==> config.mk <==
export PLATFORM = sky130hd
export DESIGN_NAME = marker_length_frame_parser_core
export DESIGN_NICKNAME = d
export VERILOG_FILES = /design/src/design/mlfp_pkg.sv /design/src/design/marker_length_frame_parser_core.sv /design/src/design/mlfp_parser.sv /design/src/design/mlfp_out_queue.sv
export SDC_FILE = /design/constraint.sdc
export NUM_CORES = 1
export LEC_CHECK = 0
export BUFFER_PORTS_ARGS = -buffer_cell sky130_fd_sc_hd__buf_2
export CAP_MARGIN = 0
export CORE_ASPECT_RATIO = 0.75
export CORE_MARGIN = 4
export CORE_UTILIZATION = 49
export CTS_CLUSTER_SIZE = 24
export DETAILED_ROUTE_END_ITERATION = 8
export HOLD_SLACK_MARGIN = 0.08
export MAX_ROUTING_LAYER = met4
export PLACE_DENSITY = 0.68
export SYNTH_ARGS = -nofsm -noshare
export SYNTH_HDL_FRONTEND = slang
export SYNTH_HIERARCHICAL = 1
export SYNTH_SLANG_ARGS = --single-unit
==> constraint.sdc <==
create_clock -name clk -period 5.75 [get_ports clk]
set_clock_uncertainty 0.05 [all_clocks]
set_input_delay 0.575 -clock clk [delete_from_list [all_inputs] [get_ports clk]]
set_output_delay 0.575 -clock clk [all_outputs]
set_load 0.005 [all_outputs]
==> src/design/mlfp_pkg.sv <==
// Shared types, codes and constants for the marker/length frame parser.
package mlfp_pkg;

  localparam int unsigned ByteW = 8;
  localparam int unsigned WordW = 16;
  localparam logic [WordW-1:0] HdrOverhead = 16'd3;

  typedef enum logic [3:0] {
    PH_HUNT    = 4'd0,
    PH_MARK2   = 4'd1,
    PH_LEN_HI  = 4'd2,
    PH_LEN_LO  = 4'd3,
    PH_OP      = 4'd4,
    PH_ID_HI   = 4'd5,
    PH_ID_LO   = 4'd6,
    PH_DATA    = 4'd7,
    PH_TRAIL1  = 4'd8,
    PH_TRAIL2  = 4'd9
  } mlfp_phase_t;

  typedef enum logic [2:0] {
    K_HEADER     = 3'd0,
    K_PAYLOAD    = 3'd1,
    K_DONE       = 3'd2,
    K_BAD_MARKER = 3'd3,
    K_BAD_LENGTH = 3'd4
  } mlfp_kind_t;

  // configuration register indexes
  localparam logic CfgFirstMarker  = 1'b0;
  localparam logic CfgSecondMarker = 1'b1;

  localparam logic [ByteW-1:0] FirstMarkerReset  = 8'd170;
  localparam logic [ByteW-1:0] SecondMarkerReset = 8'd85;

  typedef struct packed {
    mlfp_kind_t        kind;
    logic [ByteW-1:0]  op_type;
    logic [WordW-1:0]  msg_id;
    logic [WordW-1:0]  payload_length;
    logic [ByteW-1:0]  data_byte;
    logic              last_payload;
  } mlfp_result_t;

endpackage

==> src/design/marker_length_frame_parser_core.sv <==
// Top level of the marker/length frame parser: input register, parser, result queue.
//
// Usage:
//   Bytes of the received stream enter one per request on the input channel
//   (in_valid / in_ready / rx_byte). Each byte lands in an input register and
//   is parsed when the queue has room; the parse step yields zero or one
//   result, which is queued in a two-entry result queue that drives the
//   output channel (out_valid / out_ready and the result fields).
//   Throughput: one byte per cycle, sustained, while out_ready stays high.
//   A result passes through the input register and then a queue entry before
//   it is offered on the output.
//   The parse step fires whenever a byte is held and the queue has a free
//   slot; that slot count (a registered value) is what sets in_ready, so there is no
//   combinational path from out_ready to in_ready.
//   Stall: when the receiver holds out_ready low the queue fills, the parsed
//   byte waits in the input register, and in_ready drops; nothing is lost.
//   Configuration: cfg_we writes cfg_data into the marker register picked by
//   cfg_index (0 first marker, 1 second marker); write only while idle.
//   Reset (rst, synchronous): parser returns to hunting for the first marker,
//   queue and input register empty, markers back to 0xAA and 0x55.
module marker_length_frame_parser_core import mlfp_pkg::*; (
  input  logic              clk,
  input  logic              rst,
  input  logic              cfg_we,
  input  logic              cfg_index,
  input  logic [ByteW-1:0]  cfg_data,
  input  logic              in_valid,
  output logic              in_ready,
  input  logic [ByteW-1:0]  rx_byte,
  output logic              out_valid,
  input  logic              out_ready,
  output logic [2:0]        kind,
  output logic [ByteW-1:0]  op_type,
  output logic [WordW-1:0]  msg_id,
  output logic [WordW-1:0]  payload_length,
  output logic [ByteW-1:0]  data_byte,
  output logic              last_payload
);

  logic [ByteW-1:0] first_marker, second_marker;
  logic             byte_valid;
  logic [ByteW-1:0] byte_q;
  logic             q_space;
  logic             step;
  logic             res_valid;
  mlfp_result_t     res, out_res;

  // marker registers
  always_ff @(posedge clk) begin
    if (rst) begin
      first_marker  <= FirstMarkerReset;
      second_marker <= SecondMarkerReset;
    end else if (cfg_we) begin
      unique case (cfg_index)
        CfgFirstMarker:  first_marker  <= cfg_data;
        CfgSecondMarker: second_marker <= cfg_data;
        default: ;
      endcase
    end
  end

  // a held byte is parsed as soon as the queue can take its result
  assign step     = byte_valid & q_space;
  assign in_ready = ~byte_valid | q_space;

  always_ff @(posedge clk) begin
    if (rst) begin
      byte_valid <= 1'b0;
    end else if (in_ready) begin
      byte_valid <= in_valid;
    end
  end

  always_ff @(posedge clk) begin
    if (in_valid && in_ready) byte_q <= rx_byte;
  end

  mlfp_parser u_parser (
    .clk           (clk),
    .rst           (rst),
    .step          (step),
    .rx_byte       (byte_q),
    .first_marker  (first_marker),
    .second_marker (second_marker),
    .res_valid     (res_valid),
    .res           (res)
  );

  mlfp_out_queue u_queue (
    .clk       (clk),
    .rst       (rst),
    .push      (step & res_valid),
    .push_data (res),
    .space     (q_space),
    .out_valid (out_valid),
    .out_ready (out_ready),
    .out_data  (out_res)
  );

  assign kind           = out_res.kind;
  assign op_type        = out_res.op_type;
  assign msg_id         = out_res.msg_id;
  assign payload_length = out_res.payload_length;
  assign data_byte      = out_res.data_byte;
  assign last_payload   = out_res.last_payload;

  // last mark only ever rides on a payload byte
  a_last_on_payload: assert property (@(posedge clk) disable iff (rst)
    out_valid && last_payload |-> kind == K_PAYLOAD)
    else $error("last_payload set on a non-payload result");

  // error results carry no frame information
  a_error_fields_zero: assert property (@(posedge clk) disable iff (rst)
    out_valid && (kind == K_BAD_MARKER || kind == K_BAD_LENGTH)
    |-> op_type == '0 && msg_id == '0 && payload_length == '0 && data_byte == '0)
    else $error("error result carries frame fields");

  // with the input register empty the block must take a request
  a_ready_when_empty: assert property (@(posedge clk) disable iff (rst)
    !byte_valid |-> in_ready)
    else $error("input not ready with empty input register");

  // a held byte that cannot be parsed stays held
  a_byte_held: assert property (@(posedge clk) disable iff (rst)
    byte_valid && !q_space |=> byte_valid && $stable(byte_q))
    else $error("held byte lost while queue full");

endmodule

==> src/design/mlfp_parser.sv <==
// Frame parse state machine: consumes one byte per step, produces zero or one result.
module mlfp_parser import mlfp_pkg::*; (
  input  logic              clk,
  input  logic              rst,
  input  logic              step,
  input  logic [ByteW-1:0]  rx_byte,
  input  logic [ByteW-1:0]  first_marker,
  input  logic [ByteW-1:0]  second_marker,
  output logic              res_valid,
  output mlfp_result_t      res
);

  mlfp_phase_t       phase, phase_next;
  logic [WordW-1:0]  bytes_left, bytes_left_next;
  logic [WordW-1:0]  length_field, length_field_next;
  logic [ByteW-1:0]  held_op_type, held_op_type_next;
  logic [WordW-1:0]  held_msg_id, held_msg_id_next;
  logic [WordW-1:0]  len_full;
  logic [WordW-1:0]  bytes_dec;

  assign len_full  = {length_field[WordW-1:ByteW], rx_byte};
  assign bytes_dec = (bytes_left != '0) ? bytes_left - 16'd1 : '0;

  always_ff @(posedge clk) begin
    if (rst) begin
      phase        <= PH_HUNT;
      bytes_left   <= '0;
      length_field <= '0;
      held_op_type <= '0;
      held_msg_id  <= '0;
    end else if (step) begin
      phase        <= phase_next;
      bytes_left   <= bytes_left_next;
      length_field <= length_field_next;
      held_op_type <= held_op_type_next;
      held_msg_id  <= held_msg_id_next;
    end
  end

  always_comb begin
    phase_next        = phase;
    bytes_left_next   = bytes_left;
    length_field_next = length_field;
    held_op_type_next = held_op_type;
    held_msg_id_next  = held_msg_id;
    res_valid         = 1'b0;
    res.kind           = K_BAD_MARKER;
    res.op_type        = '0;
    res.msg_id         = '0;
    res.payload_length = '0;
    res.data_byte      = '0;
    res.last_payload   = 1'b0;

    unique case (phase)
      PH_MARK2: begin
        if (rx_byte == second_marker) begin
          phase_next = PH_LEN_HI;
        end else begin
          phase_next = PH_HUNT;
          res_valid  = 1'b1;
        end
      end
      PH_LEN_HI: begin
        length_field_next = {rx_byte, {ByteW{1'b0}}};
        phase_next        = PH_LEN_LO;
      end
      PH_LEN_LO: begin
        length_field_next = len_full;
        if (len_full < HdrOverhead) begin
          phase_next = PH_HUNT;
          res_valid  = 1'b1;
          res.kind   = K_BAD_LENGTH;
        end else begin
          bytes_left_next = len_full - HdrOverhead;
          phase_next      = PH_OP;
        end
      end
      PH_OP: begin
        held_op_type_next = rx_byte;
        phase_next        = PH_ID_HI;
      end
      PH_ID_HI: begin
        held_msg_id_next = {rx_byte, {ByteW{1'b0}}};
        phase_next       = PH_ID_LO;
      end
      PH_ID_LO: begin
        held_msg_id_next   = {held_msg_id[WordW-1:ByteW], rx_byte};
        phase_next         = (bytes_left != '0) ? PH_DATA : PH_TRAIL1;
        res_valid          = 1'b1;
        res.kind           = K_HEADER;
        res.op_type        = held_op_type;
        res.msg_id         = {held_msg_id[WordW-1:ByteW], rx_byte};
        res.payload_length = length_field - HdrOverhead;
      end
      PH_DATA: begin
        bytes_left_next    = bytes_dec;
        if (bytes_dec == '0) phase_next = PH_TRAIL1;
        res_valid          = 1'b1;
        res.kind           = K_PAYLOAD;
        res.op_type        = held_op_type;
        res.msg_id         = held_msg_id;
        res.payload_length = length_field - HdrOverhead;
        res.data_byte      = rx_byte;
        res.last_payload   = (bytes_left <= 16'd1);
      end
      PH_TRAIL1: begin
        phase_next = PH_TRAIL2;
      end
      PH_TRAIL2: begin
        phase_next         = PH_HUNT;
        res_valid          = 1'b1;
        res.kind           = K_DONE;
        res.op_type        = held_op_type;
        res.msg_id         = held_msg_id;
        res.payload_length = length_field - HdrOverhead;
      end
      default: begin
        // hunting, and any phase code that means nothing
        if (rx_byte == first_marker) begin
          phase_next = PH_MARK2;
        end else begin
          phase_next = PH_HUNT;
          res_valid  = 1'b1;
        end
      end
    endcase
  end

endmodule

==> src/design/mlfp_out_queue.sv <==
// Two-entry result queue; output side driven straight from registers.
module mlfp_out_queue import mlfp_pkg::*; (
  input  logic          clk,
  input  logic          rst,
  input  logic          push,
  input  mlfp_result_t  push_data,
  output logic          space,
  output logic          out_valid,
  input  logic          out_ready,
  output mlfp_result_t  out_data
);

  mlfp_result_t entry [2];
  logic         wr_ptr, rd_ptr;
  logic [1:0]   count;
  logic         pop;

  assign space     = (count != 2'd2);
  assign out_valid = (count != 2'd0);
  assign pop       = out_valid & out_ready;
  assign out_data  = entry[rd_ptr];

  always_ff @(posedge clk) begin
    if (push) entry[wr_ptr] <= push_data;
  end

  always_ff @(posedge clk) begin
    if (rst) begin
      wr_ptr <= 1'b0;
      rd_ptr <= 1'b0;
      count  <= 2'd0;
    end else begin
      if (push) wr_ptr <= ~wr_ptr;
      if (pop)  rd_ptr <= ~rd_ptr;
      count <= count + {1'b0, push} - {1'b0, pop};
    end
  end

endmodule

# Word level (Yosys, flattened, before mapping)
# Memory sizes are Yosys's and may differ from the RTL's. A register that Yosys moved wholly into a read port is not among the register bits.
# Cells that the tools add are included.
# totals
ff_bits,89
latch_bits,0
mem_bits_rw,104
rom_bits,0
inputBits,22
out_inout_bits,54
word_cells,88
n_memories,1
# memory_table
name,words,width,read_ports,rd_ports_with_merged_regs,wr,line_no,rtl
u_queue.entry,2,52,1,1,1,mlfp_out_queue.sv:13,mlfp_result_t entry [2];
# classes
n_addsub,5
mul,0
div,0
n_lt_le_gt_ge,2
eq_ne,14
shifts,0
mux,23
n_bitwise,10
reduce_logical,19
# op_table
op,n
16-bit one-hot mux with 2 select lines,3
40-bit one-hot mux with 2 select lines,1
4-bit one-hot mux with 9 select lines,1
16-bit 2-to-1 mux,2
16-bit by 2-bit subtractor with 16-bit output (second input constant),2
4-bit by 3-bit equality test with 1-bit output (second input constant),4
8-bit equality test,2
16-bit by 1-bit less-or-equal comparator with 1-bit output (second input constant),1
16-bit logical NOT,1
16-bit by 2-bit < comparator with 1-bit output (second input constant),1
16-bit nonzero test,1
16-bit by 1-bit subtractor with 16-bit output (second input constant),1
3-bit one-hot mux with 4 select lines,1
2-bit AND reduction,6
9-bit 2-to-1 mux,1
3-bit AND reduction,3
4-bit by 2-bit equality test with 1-bit output (second input constant),2
4-bit equality test (second input constant),2
1-bit 2-to-1 mux,8
4-bit 2-to-1 mux,2
2-bit nonzero test,4
3-bit 2-to-1 mux,2
1-bit inverter,6
4-bit by 1-bit equality test with 1-bit output (second input constant),1
other kinds (12),15

# Longest topological paths before layout
# logic_depth
depth_word,6
depth_mapped,12
depth_no_buf,10

# Cells and area by module
# Netlist, hierarchy kept.
# by_module_without_submodules
module,instances,cells_each,area_each_um2,seq_area_each_um2
mlfp_out_queue,1,185,4247.8,3223.1
mlfp_parser,1,547,4093.9,1201.2
marker_length_frame_parser_core,1,82,977.2,580.6

# Least setup slack after synthesis
# Ideal clock, no wire load.
# synth_timing
path_kind,flip-flop to flip-flop
from,register byte_q[2]
to,memory u_queue/entry[0][0] (netlist bit) (enable)
setup_ns,0.468
t_arrival_ns,4.372
required_ns,5.232
setup_slack_ns,0.860
path_stages_with_launch,10
n_path_buf,1
cell_sequence,edfxtp_1 > or4_1 > buf_4 > nor2_4 > and3_4 > a21oi_1 > a21oi_1 > o221a_2 > and3_1 > nor2b_1
# synth_between
elab_chain_cells,6
# synth_lines
element,line_no,rtl
"start, declared",marker_length_frame_parser_core.sv:42,logic [ByteW-1:0] byte_q;
"start signal, assigned",marker_length_frame_parser_core.sv:75,if (in_valid && in_ready) byte_q <= rx_byte;
16-bit by 2-bit < comparator with 1-bit output (tied with other cells),mlfp_parser.sv:69,if (len_full < HdrOverhead) begin
"1-bit 2-to-1 mux, on equally long branches","mlfp_parser.sv:69, mlfp_parser.sv:56, mlfp_parser.sv:119",
1-bit one-hot mux with 4 select lines (*),mlfp_parser.sv:54,unique case (phase)
net res_valid,marker_length_frame_parser_core.sv:45,logic res_valid;
1-bit AND (*),marker_length_frame_parser_core.sv:92,".push (step & res_valid),"
1-bit 2-to-1 mux (*),mlfp_out_queue.sv:24,if (push) entry[wr_ptr] <= push_data;
1-bit 2-to-1 mux (not written as such) (*),mlfp_out_queue.sv:24,
"end, declared",mlfp_out_queue.sv:13,
# Mark *: on every way through the listed nets, which the timed path passes. The rest lies on a longest branch.

# Worst setup path after layout
# layout_timing
from,register byte_q[2]
to,memory u_queue/entry[0][21] (netlist bit) (enable)
# Same word-level chain as after synthesis.

==> results.cfg <==
[detailed_routing]
drc = 0
drt_iter0_drc = 530
wl_um = 19600
wire_per_inst_um = 17.5
firstDrtPassIters = 7
ant_nets = 0
via_per_inst = 5.57
vias = 6251

[worst_setup_path]
crit_type = flop to flop
worstPathArrival_ns = 4.28
setup.worst_path.end_class = flop
critPathMaxFanout = 33
start_kind = flop
critPathRequiredTime_ns = 5.83

[grt]
grt_usage_pct = 18.9
top_usage_layer = met1
grt_use_met3_pct = 4.30
grt_overflow = 0
grt_max_degree = 53
met2_usage_pct = 26.8
grt_use_met1_pct = 27.7
grt_antenna_before_repair = 0
grt_pass1_vias = 5839
grt_first_pass_wirelength_um = 31300

[power]
powerDensity_nw_per_um2 = 320
leakagePower_nw = 3.86
peakVddDrop_mv = 0.344

[floorplan]
dieArea_um2 = 21300
start_util_pct = 50.2
rows = 43
die_w_um = 167
dieHeight_um = 127
core-area_um2 = 18600
ios = 76

[synthesis]
synthAdderAreaFrac_pct = 0.940
synthMuxAreaShare_pct = 10.1
synthXorXnorAreaFrac_pct = 4.56
synth-edff-count = 112
async_flop_share_pct = 0
synth_compound_area_share_pct = 10.7
synth_ff_type = edfxtp_1
synth_nets = 843
synth.distinct_cells = 74
ys_ff_latch = 194
synth-simple-area-share_pct = 15.8
ys_warn_count = 6
syn_inst = 814
synth_top_family_by_area = simple AND/OR/NAND/NOR gates
yosysSeqAreaShare_pct = 53.7
avgSynthCellArea_um2 = 11.4
syn_area_um2 = 9320

[final_layout]
syn_to_final_growth_pct = 11.1
drive_gt1_share_pct = 22.9
final_cells = 1123
layout_commonest_cell = edfxtp_1
fillCellCount = 1567
antenna_cells = 0
finalNetCount = 892
final_cell_mix = edfxtp_1 (112), dfxtp_1 (81), buf_2 (75)

[cts]
clkTransAtPathRegs_ns = 0.07
postCtsSetupBuffers = 0
cts_resized = 0
clockBufferDepth = 2
clock-sinks = 194
holdBufCountCts = 0
root_buffer = clkbuf_16
clock_latency_ns = 0.43
cts_tree = yes
cts_htree_levels = 4
cts_buffers = 17

[timing]
setup_viol = 0
slew_headroom_pct = 30.0
period_share_pct = 73.2
maxSlewViolCount = 0
worst_pin_slew_ns = 1.05
timing.fmax_ghz = 0.238
hold_violations = 0
finalSetupTns_ns = 0
grt_setup_unrepaired = false
fin_crit_ns = 4.21

[place]
portBuffers = 75
place_congestion = 0.862
dp_cells = 1091
place.detailed.hpwl_um = 13300

[job]
drv_cap = 0

[outcome]
status = completed

[min_path]
hold_class = input port to flop
[registers in the layout, summed over array words and instances (netlist names), named ones only]
| signal | cells |
|---|---|
| first_marker | 8 |
| u_parser/bytes_left | 16 |
| u_queue/count | 2 |
| u_parser/held_op_type | 8 |
| u_parser/length_field | 16 |
| u_queue/wr_ptr | 1 |
| byte_valid | 1 |
| u_queue/rd_ptr | 1 |
| u_parser/held_msg_id | 16 |
| u_parser/phase | 4 |
| u_queue/entry | 104 |
| second_marker | 8 |
| byte_q | 8 |
[final timing paths]
kind	start	to	cells past startpoint	slack (ns)
min reg2reg	u_parser/held_msg_id[13]	u_parser/held_msg_id[13]	2	0.40
min	rx_byte[3]	byte_q[3]	1	0.26
max	byte_q[2]	u_queue/entry[0][21]	9	1.54
max reg2reg	byte_q[2]	u_queue/entry[0][21]	9	1.54
[Yosys cell counts, types with 4 or more instances]
cell,count,area (um^2)
xor2_1,33,289
a22oi_1,4,30.0
dfxtp_1,82,1640
nor2_1,67,251
buf_2,6,30.0
nand3_1,28,140
and3_1,15,93.8
buf_4,4,30.0
a21bo_2,4,40.0
nor3b_1,4,30.0
edfxtp_1,112,3360
mux2i_1,13,130
buf_6,4,45.0
a22o_1,11,96.3
nor2b_1,25,156
a211o_1,6,52.6
nand4_1,5,31.3
mux2_4,50,751
o21ai_0,28,140
nor4_1,8,50.1
a21oi_1,59,295
mux2_2,5,56.3
inv_1,11,41.3
o22ai_1,6,37.5
o32ai_1,5,43.8
nand2b_1,6,37.5
or3_1,4,25.0
nand2_1,68,255
nor3_1,13,65.1
buf_12,5,100
ha_1,7,87.6
a211oi_1,4,30.0
and2_1,9,56.3
or4bb_1,4,45.0
clkbuf_1,33,124
xnor2_1,13,114
[critical path, cell delays in order (launching register included)]
cell	delay [ns]
edfxtp_1	0.65
or4_1	0.81
nor2_4	0.18
and3_4	0.23
a21oi_1	0.08
a21oi_1	0.20
o221a_2	0.21
and3_1	0.23
nor2b_4	0.86
buf_4	0.36
[cell type report]
type                    count  area, um^2  area share (%)
flip-flops and latches    194        5010            48.4
multi-input cells         554        3930            38.0
clock buffers              20         489            4.73
repair buffers             85         450            4.35
well taps                 247         309            2.99
clock inverters            12         118            1.14
inverters                  11        41.3           0.399
[per-layer routing]
metal | up-vias | wire, um | share of wire (%)
met5 | - | 0 | 0
met4 | 0 | 259 | 1.3
met3 | 22 | 1240 | 6.3
met2 | 204 | 8490 | 43
met1 | 2956 | 9610 | 49
li1 | 3069 | - | -
[kinds of logic after synthesis]
family / Yosys count
buffers and inverters: 66
xor gates and xnor gates: 47
DFF: 194
adders and majority gates: 7
AOI/OAI and AO/OA: 154
muxes: 68
and+or+nand+nor: 278
[metrics by stage]
step / instance area [um^2] / setup WS (ns) / hold slack (ns) / total power [mW] / utilization, %
2_1_floorplan: 9320 / 0.860 / 0.377 / 2.02 / -
3_3_place_gp: 9740 / 1.64 / 0.386 / 2.15 / 52.5
3_5_place_dp: 9740 / 1.56 / 0.392 / 2.15 / 52.5
4_1_cts: 10300 / 1.53 / 0.247 / 3.34 / 55.8
5_1_grt: 10300 / 1.35 / 0.250 / 3.45 / 55.8
6_report: 10300 / 1.54 / 0.262 / 3.31 / 55.8
[report_power, final]
group          switching (mW)  internal [mW]
Sequential             0.0521           1.55
Combinational           0.233          0.284
Clock                   0.523          0.667
Total                   0.808           2.50
Note: power is estimated with default switching activity, not from simulation.
